===== src/hw/rtl/zssf_pkg.sv =====
// ----------------------------------------------------------------------------
// zssf_pkg
// Shared constants and types for the zero-sum subarray finder.
// ----------------------------------------------------------------------------
package zssf_pkg;

    localparam int DEF_MAX_LEN    = 32;
    localparam int DEF_DATA_WIDTH = 32;

    // running sum headroom above the element width
    localparam int SUM_EXTRA = 6;

    localparam int IDX_W = 5;
    localparam int CNT_W = 10;

    localparam logic [CNT_W-1:0] COUNT_MAX = 10'd1023;

    // per-cycle control broadcast to every cell of the chain
    typedef struct packed {
        logic load;    // compare new sum, write entry at current position
        logic shift;   // hit flags move one cell toward the head
    } t_cell_ctl;

endpackage


===== src/hw/rtl/zssf_if.sv =====
// ----------------------------------------------------------------------------
// zssf_in_if / zssf_out_if
// Valid/ready channels for input elements and result beats.
// ----------------------------------------------------------------------------
interface zssf_in_if #(
    parameter int DATA_WIDTH = zssf_pkg::DEF_DATA_WIDTH
);
    logic                  valid;
    logic                  ready;
    logic [DATA_WIDTH-1:0] value;
    logic                  last;

    modport source (output valid, output value, output last, input ready);
    modport sink   (input valid, input value, input last, output ready);
endinterface

interface zssf_out_if;
    logic                       valid;
    logic                       ready;
    logic [zssf_pkg::IDX_W-1:0] start_index;
    logic [zssf_pkg::IDX_W-1:0] end_index;
    logic [zssf_pkg::CNT_W-1:0] total_count;
    logic                       is_total;
    logic                       overflow;
    logic                       last_result;

    modport source (
        output valid, output start_index, output end_index, output total_count,
        output is_total, output overflow, output last_result, input ready
    );
    modport sink (
        input valid, input start_index, input end_index, input total_count,
        input is_total, input overflow, input last_result, output ready
    );
endinterface


===== src/hw/rtl/zssf_cell.sv =====
// ----------------------------------------------------------------------------
// zssf_cell
// One stored prefix sum with its comparator and a hit flag that is handed
// to the neighboring cell toward the head of the chain.
// ----------------------------------------------------------------------------
module zssf_cell #(
    parameter int SUM_W = zssf_pkg::DEF_DATA_WIDTH + zssf_pkg::SUM_EXTRA,
    parameter int PW    = 6,
    parameter int IDX   = 0
) (
    input  logic                i_clk,
    input  logic                i_rst_n,
    input  zssf_pkg::t_cell_ctl i_ctl,
    input  logic [PW-1:0]       i_pos,
    input  logic [SUM_W-1:0]    i_sum,
    input  logic                i_hit,
    output logic                o_hit
);
    import zssf_pkg::*;

    localparam logic [PW-1:0] CELL_IDX = PW'(IDX);

    logic [SUM_W-1:0] r_sum;
    logic             r_hit;

    // entry is written at its own position, so it never matches that item
    always_ff @(posedge i_clk) begin
        if (i_ctl.load && (i_pos == CELL_IDX)) begin
            r_sum <= i_sum;
        end
    end

    always_ff @(posedge i_clk) begin
        if (!i_rst_n) begin
            r_hit <= 1'b0;
        end else if (i_ctl.load) begin
            r_hit <= (r_sum == i_sum) && (CELL_IDX < i_pos);
        end else if (i_ctl.shift) begin
            r_hit <= i_hit;
        end
    end

    assign o_hit = r_hit;

endmodule


===== src/hw/rtl/zero_sum_subarray_finder.sv =====
// ----------------------------------------------------------------------------
// zero_sum_subarray_finder
// Prefix-sum zero-sum subarray search over a chain of compare cells.
// ----------------------------------------------------------------------------
// Flow: one element at a time, taken only in idle; after the accept cycle the hit flags
//   shift one cell a cycle toward the head unless a pair beat waits on a full output
//   register, one pair beat at most per cycle, and a closing step sends the total beat
//   on last once the output can take it, or returns to idle.
// Reset: synchronous active low; clears sum, position, count, overflow and
//   hit flags. Stored sums are not cleared and need no clearing pass.
module zero_sum_subarray_finder #(
    parameter int MAX_LEN    = zssf_pkg::DEF_MAX_LEN,
    parameter int DATA_WIDTH = zssf_pkg::DEF_DATA_WIDTH
) (
    input  logic       i_clk,
    input  logic       i_rst_n,
    zssf_in_if.sink    i_in,
    zssf_out_if.source o_out
);
    import zssf_pkg::*;

    localparam int SUM_W = DATA_WIDTH + SUM_EXTRA;
    localparam int PW    = $clog2(MAX_LEN + 1);

    localparam logic ST_IDLE = 1'b0;
    localparam logic ST_SCAN = 1'b1;

    logic             r_state, n_state;
    logic [SUM_W-1:0] r_sum, n_sum;
    logic [PW-1:0]    r_pos, n_pos;
    logic [PW-1:0]    r_end, n_end;
    logic [PW-1:0]    r_idx, n_idx;
    logic [CNT_W-1:0] r_cnt, n_cnt;
    logic             r_ovf, n_ovf;
    logic             r_last, n_last;
    logic             r_head, n_head;

    logic             r_ovalid;
    logic [IDX_W-1:0] r_ostart;
    logic [IDX_W-1:0] r_oend;
    logic [CNT_W-1:0] r_ocnt;
    logic             r_ototal;
    logic             r_oovf;
    logic             r_olast;

    logic             w_acc;
    logic             w_can_emit;
    logic             w_any;
    logic             w_emit_pair;
    logic             w_emit_total;
    logic [SUM_W-1:0] w_new_sum;
    logic [MAX_LEN:0] w_hit;
    t_cell_ctl        w_ctl;

    assign i_in.ready = (r_state == ST_IDLE);
    assign w_acc      = i_in.valid && i_in.ready;
    assign w_can_emit = !r_ovalid || o_out.ready;
    assign w_new_sum  = r_sum + SUM_W'($signed(i_in.value));
    assign w_any      = |w_hit[MAX_LEN-1:0];

    // cell chain, hit flags move toward cell 0 on shift
    assign w_hit[MAX_LEN] = 1'b0;
    for (genvar k = 0; k < MAX_LEN; k++) begin : g_cell
        zssf_cell #(
            .SUM_W (SUM_W),
            .PW    (PW),
            .IDX   (k)
        ) u_cell (
            .i_clk   (i_clk),
            .i_rst_n (i_rst_n),
            .i_ctl   (w_ctl),
            .i_pos   (r_pos),
            .i_sum   (w_new_sum),
            .i_hit   (w_hit[k+1]),
            .o_hit   (w_hit[k])
        );
    end

    always_comb begin
        n_state      = r_state;
        n_sum        = r_sum;
        n_pos        = r_pos;
        n_end        = r_end;
        n_idx        = r_idx;
        n_cnt        = r_cnt;
        n_ovf        = r_ovf;
        n_last       = r_last;
        n_head       = r_head;
        w_ctl        = '0;
        w_emit_pair  = 1'b0;
        w_emit_total = 1'b0;
        unique case (r_state)
            ST_IDLE: begin
                if (w_acc) begin
                    n_state = ST_SCAN;
                    n_last  = i_in.last;
                    n_idx   = '0;
                    if (r_pos < PW'(MAX_LEN)) begin
                        w_ctl.load = 1'b1;
                        n_sum      = w_new_sum;
                        n_pos      = r_pos + PW'(1);
                        n_end      = r_pos;
                        // empty prefix before index 0 sits at the head
                        n_head     = (w_new_sum == '0);
                    end else begin
                        n_ovf  = 1'b1;
                        n_head = 1'b0;
                    end
                end
            end
            ST_SCAN: begin
                priority if (r_head) begin
                    if (w_can_emit) begin
                        w_emit_pair = 1'b1;
                        w_ctl.shift = 1'b1;
                        n_head      = w_hit[0];
                        n_idx       = r_idx + PW'(1);
                        if (r_cnt != COUNT_MAX) begin
                            n_cnt = r_cnt + CNT_W'(1);
                        end
                    end
                end else if (w_any) begin
                    w_ctl.shift = 1'b1;
                    n_head      = w_hit[0];
                    n_idx       = r_idx + PW'(1);
                end else if (r_last) begin
                    if (w_can_emit) begin
                        w_emit_total = 1'b1;
                        n_state      = ST_IDLE;
                        n_sum        = '0;
                        n_pos        = '0;
                        n_cnt        = '0;
                        n_ovf        = 1'b0;
                        n_last       = 1'b0;
                    end
                end else begin
                    n_state = ST_IDLE;
                end
            end
            default: n_state = ST_IDLE;
        endcase
    end

    always_ff @(posedge i_clk) begin
        if (!i_rst_n) begin
            r_state <= ST_IDLE;
            r_sum   <= '0;
            r_pos   <= '0;
            r_cnt   <= '0;
            r_ovf   <= 1'b0;
            r_last  <= 1'b0;
            r_head  <= 1'b0;
        end else begin
            r_state <= n_state;
            r_sum   <= n_sum;
            r_pos   <= n_pos;
            r_cnt   <= n_cnt;
            r_ovf   <= n_ovf;
            r_last  <= n_last;
            r_head  <= n_head;
        end
    end

    always_ff @(posedge i_clk) begin
        r_end <= n_end;
        r_idx <= n_idx;
    end

    // output register, holds a beat until taken
    always_ff @(posedge i_clk) begin
        if (!i_rst_n) begin
            r_ovalid <= 1'b0;
        end else if (w_emit_pair || w_emit_total) begin
            r_ovalid <= 1'b1;
        end else if (o_out.ready) begin
            r_ovalid <= 1'b0;
        end
    end

    always_ff @(posedge i_clk) begin
        if (w_emit_pair) begin
            r_ostart <= IDX_W'(r_idx);
            r_oend   <= IDX_W'(r_end);
            r_ocnt   <= '0;
            r_ototal <= 1'b0;
            r_oovf   <= r_ovf;
            r_olast  <= !w_any && !r_last;
        end else if (w_emit_total) begin
            r_ostart <= '0;
            r_oend   <= '0;
            r_ocnt   <= r_cnt;
            r_ototal <= 1'b1;
            r_oovf   <= r_ovf;
            r_olast  <= 1'b1;
        end
    end

    assign o_out.valid       = r_ovalid;
    assign o_out.start_index = r_ostart;
    assign o_out.end_index   = r_oend;
    assign o_out.total_count = r_ocnt;
    assign o_out.is_total    = r_ototal;
    assign o_out.overflow    = r_oovf;
    assign o_out.last_result = r_olast;

endmodule

===== src/flat_wrapper.sv =====
// flat-port wrapper written by rule: the top's interface ports become plain ports
module zero_sum_subarray_finder_flat import zssf_pkg::*;
#(
    parameter int MAX_LEN    = zssf_pkg::DEF_MAX_LEN,
    parameter int DATA_WIDTH = zssf_pkg::DEF_DATA_WIDTH
)
  (i_clk, i_rst_n, i_in_valid, i_in_value, i_in_last, i_in_ready, o_out_valid, o_out_start_index, o_out_end_index, o_out_total_count, o_out_is_total, o_out_overflow, o_out_last_result, o_out_ready);
  zssf_in_if #(.DATA_WIDTH(DATA_WIDTH)) i_in_i ();
  zssf_out_if o_out_i ();
  input  logic i_clk;
  input  logic i_rst_n;
  input wire logic [$bits(i_in_i.valid)-1:0] i_in_valid;
  input wire logic [$bits(i_in_i.value)-1:0] i_in_value;
  input wire logic [$bits(i_in_i.last)-1:0] i_in_last;
  output wire logic [$bits(i_in_i.ready)-1:0] i_in_ready;
  output wire logic [$bits(o_out_i.valid)-1:0] o_out_valid;
  output wire logic [$bits(o_out_i.start_index)-1:0] o_out_start_index;
  output wire logic [$bits(o_out_i.end_index)-1:0] o_out_end_index;
  output wire logic [$bits(o_out_i.total_count)-1:0] o_out_total_count;
  output wire logic [$bits(o_out_i.is_total)-1:0] o_out_is_total;
  output wire logic [$bits(o_out_i.overflow)-1:0] o_out_overflow;
  output wire logic [$bits(o_out_i.last_result)-1:0] o_out_last_result;
  input wire logic [$bits(o_out_i.ready)-1:0] o_out_ready;
  assign i_in_i.valid = i_in_valid;
  assign i_in_i.value = i_in_value;
  assign i_in_i.last = i_in_last;
  assign i_in_ready = i_in_i.ready;
  assign o_out_valid = o_out_i.valid;
  assign o_out_start_index = o_out_i.start_index;
  assign o_out_end_index = o_out_i.end_index;
  assign o_out_total_count = o_out_i.total_count;
  assign o_out_is_total = o_out_i.is_total;
  assign o_out_overflow = o_out_i.overflow;
  assign o_out_last_result = o_out_i.last_result;
  assign o_out_i.ready = o_out_ready;
  zero_sum_subarray_finder #(.MAX_LEN(MAX_LEN), .DATA_WIDTH(DATA_WIDTH)) u_core (.i_clk(i_clk), .i_rst_n(i_rst_n), .i_in(i_in_i), .o_out(o_out_i));
endmodule

===== config.mk =====
export PLATFORM = sky130hd
export DESIGN_NAME = zero_sum_subarray_finder_flat
export DESIGN_NICKNAME = d
export VERILOG_FILES = /design/src/hw/rtl/zssf_pkg.sv /design/src/hw/rtl/zssf_if.sv /design/src/hw/rtl/zssf_cell.sv /design/src/hw/rtl/zero_sum_subarray_finder.sv /design/src/flat_wrapper.sv
export SDC_FILE = /design/constraint.sdc
export NUM_CORES = 2
export LEC_CHECK = 0
export ABC_AREA = 1
export BUFFER_PORTS_ARGS = -buffer_cell sky130_fd_sc_hd__buf_2
export CAP_MARGIN = 20
export CORE_ASPECT_RATIO = 1.5
export CORE_MARGIN = 1
export CORE_UTILIZATION = 45
export DETAILED_ROUTE_END_ITERATION = 10
export PLACE_DENSITY_LB_ADDON = 0.25
export SLEW_MARGIN = 0
export SYNTH_ARGS = -nofsm -noshare
export SYNTH_HDL_FRONTEND = slang
export SYNTH_SLANG_ARGS = --single-unit

===== constraint.sdc =====
create_clock -name i_clk -period 5.85 [get_ports i_clk]
set_clock_uncertainty 0.1 [all_clocks]
set_input_delay 1.17 -clock i_clk [delete_from_list [all_inputs] [get_ports i_clk]]
set_output_delay 1.17 -clock i_clk [all_outputs]
set_load 0.1 [all_outputs]

Word level (Yosys, flattened, before mapping)

Cells that the tools add are included.

Bits of input ports: 37
Logic and storage cells: 411
Register bits: 1341

Reductions and logical operators: 84
Add/sub/neg operators: 4
$lt $le $gt $ge: 33
Mux-type cells: 134
Bitwise operators: 1
Equal/unequal tests: 75

Operators by type and width:

| operator            | number |
|---|---|
| $eq 38x38->1        | 32 |
| $mux 38             | 6 |
| $mux 1              | 102 |
| $eq 6x5->1 const B  | 16 |
| $lt 5x6->1 const A  | 16 |
| $pmux 38 s2         | 1 |
| $logic_and 1x1->1   | 66 |
| $mux 10             | 6 |
| $mux 6              | 10 |
| $eq 6x4->1 const B  | 8 |
| $lt 4x6->1 const A  | 8 |
| $add 38x38->38      | 1 |
| $logic_not 38->1    | 1 |
| $reduce_or 32->1    | 1 |
| $eq 6x3->1 const B  | 4 |
| $lt 3x6->1 const A  | 4 |
| $pmux 6 s2          | 2 |
| $ne 2x2->1 const B  | 8 |
| $mux 5              | 3 |
| $add 6x1->6 const B | 2 |
| $eq 6x2->1 const B  | 2 |
| $lt 1x6->1 const A  | 2 |
| $lt 2x6->1 const A  | 2 |
| $reduce_and 6->1    | 2 |
| 14 further kinds    | 26 |

Depth between registers and ports, before layout

Depth after elaboration: 9
Gate-level depth with buffers: 24

By module

From an unflattened synthesis, not the netlist that was laid out.

Cells, all modules: 8133
Area total of the unflattened synthesis: 68647.1 um^2

Modules (own cells, without submodules):

| module                               | area each (um^2) | times used | cells an instance |
|---|---|---|---|
| zero_sum_subarray_finder             | 6940.4           | 1          | 1128 |
| zssf_cell (u_core.g_cell[8].u_cell)  | 2010.7           | 1          | 250 |
| zssf_cell (u_core.g_cell[24].u_cell) | 2006.9           | 1          | 249 |
| zssf_cell (u_core.g_cell[25].u_cell) | 1999.4           | 1          | 244 |
| zssf_cell (u_core.g_cell[22].u_cell) | 1998.2           | 1          | 240 |
| zssf_cell (u_core.g_cell[10].u_cell) | 1986.9           | 1          | 239 |
| zssf_cell (u_core.g_cell[4].u_cell)  | 1984.4           | 1          | 236 |
| zssf_cell (u_core.g_cell[13].u_cell) | 1975.6           | 1          | 237 |
| zssf_cell (u_core.g_cell[28].u_cell) | 1963.1           | 1          | 231 |
| zssf_cell (u_core.g_cell[2].u_cell)  | 1960.6           | 1          | 225 |
| zssf_cell (u_core.g_cell[14].u_cell) | 1956.9           | 1          | 228 |
| zssf_cell (u_core.g_cell[20].u_cell) | 1951.9           | 1          | 230 |
| zssf_cell (u_core.g_cell[6].u_cell)  | 1951.9           | 1          | 226 |
| zssf_cell (u_core.g_cell[29].u_cell) | 1950.6           | 1          | 225 |
| +19 rows                             | -                | -          | - |

Worst setup path after synthesis

OpenSTA, ideal clock, no wires.

Kind: input -> register
Start point: in i_in_valid
End point: reg u_core.g_cell[12].u_cell.r_sum[0], enable pin
Data required time: 5222 ps
Buffers on the path: 3
Stages on the path: 5
Slack: -232 ps
Data arrival time: 5454 ps
Path through: nand2_1 clkbuf_1 clkbuf_1 clkbuf_1 nor4_1

Word-level cells in the longest chain between the ends: 4

RTL lines:

| what                 | RTL line                       | text |
|---|---|---|
| from (decl)          | flat_wrapper.sv:12             | `input wire logic [$bits(i_in_i.valid)-1:0] i_in_valid;` |
| $logic_and 1x1->1    | zero_sum_subarray_finder.sv:56 | `assign w_acc = i_in.valid && i_in.ready;` |
| $mux 1               | zero_sum_subarray_finder.sv:94 | `if (w_acc) begin` |
| $mux 1               | zero_sum_subarray_finder.sv:92 | `unique case (r_state)` |
| $logic_and 1x1->1    | zssf_cell.sv:28                | `if (i_ctl.load && (i_pos == CELL_IDX)) begin` |
| to (signal assigned) | zssf_cell.sv:29                | `r_sum <= i_sum;` |
| to (decl)            | zssf_cell.sv:23                | `logic [SUM_W-1:0] r_sum;` |

Every way passes these cells.
A chain may end at the register's enable or synchronous reset.

Worst setup path after layout

Start point: in i_in_value[7]
End point: reg u_core.g_cell[0].u_cell.r_hit

Word-level cells in the longest chain between the ends: 4

RTL lines:

| what                 | RTL line                       | text |
|---|---|---|
| from (decl)          | flat_wrapper.sv:13             | `input wire logic [$bits(i_in_i.value)-1:0] i_in_value;` |
| $add 38x38->38       | zero_sum_subarray_finder.sv:58 | `assign w_new_sum = r_sum + SUM_W'($signed(i_in.value));` |
| $eq 38x38->1         | zssf_cell.sv:37                | `r_hit <= (r_sum == i_sum) && (CELL_IDX < i_pos);` |
| $logic_and 1x1->1    | zssf_cell.sv:37                |  |
| $mux 1               | zssf_cell.sv:36                | `end else if (i_ctl.load) begin` |
| to (signal assigned) | zssf_cell.sv:37                |  |
| to (signal assigned) | zssf_cell.sv:39                | `r_hit <= i_hit;` |
| to (decl)            | zssf_cell.sv:24                | `logic r_hit;` |

Every way passes these cells.

==> results.cfg <==
[cts]
cts_inserted_buffers = 130
cts-hold-fix-buffers = 0
clkTransAtPathRegs_ps = 70
htree_num_levels = 4
cts_num_sinks = 1302
clk_path_buf_depth = 3
cts_root_buffer = clkbuf_16
cts_tree = built
postCtsSetupRepairBufs = 0
post_cts_resized = 0
clock_latency_ps = 780

[place]
place_inst = 9451
place.gp.congestion = 0.988
io_buffers = 61
dp_hpwl_um = 150000

[detailed_routing]
dr.pass1.iters = 6
drc = 0
wl_met3_um = 12700
drtIter0Drc = 4646
viasPerCell = 5.21
wl_um = 211000
wl_per_cell_um = 21.8
detail-route-antenna-nets = 0
route.met2.wl_um = 104000
dr_total_vias = 50400
highest_layer = met4
wl_met1_um = 84700

[grt]
track_usage_pct = 28.9
grt_pass1_vias = 48400
antenna_found_initial = 15
overflow = 0
grt_pass1_wl_um = 311000
grt_max_degree = 60

[synthesis]
synth_area_um2 = 65100
async_reset_ff_share_pct = 0
syn_inst = 7531
yosys_warnings = 0
synth_cell_types = 42
ys.flop_type = edfxtp_1
synth_nets = 7611
ys_seq_area_share_pct = 58.5
synth_area_per_cell_um2 = 8.64
ys_ff_latch = 1302
synth_edf_count = 1200

[finish]
instances_no_fill = 9688
nets = 7775
layout_commonest_cell = nand2_1
area_growth_pct = 12.2
drive_gt1_share_pct = 7.75
layout_common_cells = nand2_1, edfxtp_1, inv_1
num-fill-cells = 13200

[sta]
maxSlewViolCount = 0
holdWs_ps = 338
final-hold-violation-count = 0
worst_pin_slew_ps = 1090
maxSlewHeadroom_pct = 27.5
fin_crit_ps = 4790
fin_setup_tns_ps = 0
rsz0062_at_grt = false
setup_viol = 0
finalCritPeriodShare_pct = 81.9
timing.fmax_mhz = 209

[floorplanning]
rows = 170
core-area_um2 = 143000
die_y_um = 468
initial_core_util_pct = 45.4
die_area_um2 = 146000
pin_count = 62
fp.dieW_um = 312

[power_and_ir_drop]
vdd_drop_max_mv = 0.289
power_mw = 24.5
pwr_density_cell_nw_per_um2 = 335
p_leak_nw = 32.3

[worst_setup_path]
crit_fanout = 41
worstSetupStartpointType = primary input
rr_worst_depth = 18
end_kind = register
crit_arrival_ps = 5390
cp.required_ps = 6450
criticalPathCategory = primary input to register

[worst_hold_path]
worstHoldPathType = register to register
whs_path_depth = 0

[run_status]
outcome = completed

[flow_run]
drv_cap = 0
## sequential cells by signal, summed over array words and instances, names as in the netlist
register                    flops
u_core.g_cell.u_cell.o_hit     32
u_core.o_out.total_count       10
u_core.r_ovf                    1
u_core.o_out.last_result        1
u_core.g_cell.u_cell.r_sum   1178
u_core.o_out.is_total           1
u_core.r_end                    5
u_core.o_out.overflow           1
u_core.o_out.start_index        5
u_core.r_sum                   38
u_core.o_out.valid              1
u_core.r_head                   1
u_core.r_last                   1
u_core.r_pos                    6
u_core.r_state                  1
u_core.o_out.end_index          5
u_core.r_cnt                   10
u_core.r_idx                    5
## power by group
group / switching (mW) / leakage, nW / internal, mW
combinational: 3.92 / 18.6 / 1.43
sequential: 0.0845 / 11.7 / 10.7
clock: 3.69 / 2.02 / 4.67
## final cells by class
class / instances / area (µm²) / share of cell area [%]
clock buffer: 185 / 3670 / 5.03
timing repair buffer: 257 / 2330 / 3.19
sequential: 1302 / 38100 / 52.1
clock inverter: 47 / 479 / 0.656
multi-input combinational: 4899 / 22000 / 30.1
inverter: 1105 / 4150 / 5.68
tap: 1892 / 2370 / 3.24
antenna: 1 / 2.50 / 0.00343
## logic make-up after synthesis
logic type	count (synthesis)	share of synthesized area, %
XOR/XNOR	241	3.24
buffers and inverters	1330	8.21
AND/OR/NAND/NOR	4313	26.8
AO/OA/AOI/OAI	302	2.42
flip-flops	1302	58.5
adder cells (fa/ha/maj)	43	0.838
## worst max-delay path, stage by stage
cell,delay [ps]
buf_2,150
ha_1,410
nand2_1,140
nor2_1,460
nand3_1,290
nand3_2,230
nand2_1,110
nand2_1,150
nand2_1,210
nand3_1,360
nand2_2,390
buf_12,310
nand2_1,90
nand2_1,50
nor2_1,90
nand3_1,70
nor2_1,410
nand2_1,110
a21oi_1,130
## per-stage QoR
stage                     cell area (µm²)  setup WS (ps)  util, %
after floorplan                     65100           -232        -
after global placement              68800            232     48.0
after detailed placement            68800            408     48.0
after CTS                           73000           1210     50.9
after global routing                73000            959     50.9
final                               73000           1060     50.9
## metal layers
metal	track usage [%]	vias to the layer above
met3	3.33	445
met5	0	-
li1	-	24100
met1	36.4	24000
met2	49.8	1881
met4	13.1	0
## worst paths after layout
| check | endpoint | from | slack [ps] |
|---|---|---|---|
| min | u_core.o_out.overflow | u_core.r_ovf | 340 |
| max reg2reg | u_core.g_cell[0].u_cell.o_hit | u_core.r_sum[7] | 1320 |
| max | u_core.g_cell[0].u_cell.o_hit | i_in_value[7] | 1060 |
| min reg2reg | u_core.o_out.overflow | u_core.r_ovf | 340 |
## Yosys cell counts, types with 4 or more instances
library cell,n,area [µm²]
nand2_1,2853,10700
edfxtp_1,1200,36000
inv_1,1097,4120
nor2_1,760,2850
nand3_1,438,2190
xor2_1,201,1760
o21ai_0,157,786
buf_2,113,566
a21oi_1,112,561
dfxtp_1,102,2040
nand4_1,85,532
clkbuf_1,57,214
nand2_2,45,282
ha_1,42,526
xnor2_1,40,350
or2_2,38,238
buf_4,35,263
nor3_1,35,175
nand3b_1,24,180
nor4_1,14,87.6
buf_1,10,37.5
buf_6,10,113
o211ai_1,9,67.6
nand3_2,8,80.1
o21ai_1,6,30.0
a211oi_1,5,37.5
a31oi_1,4,25.0
clkinv_1,4,15.0
inv_2,4,15.0
nor2_2,4,25.0
No activity file was read; power rests on OpenSTA's default activity.
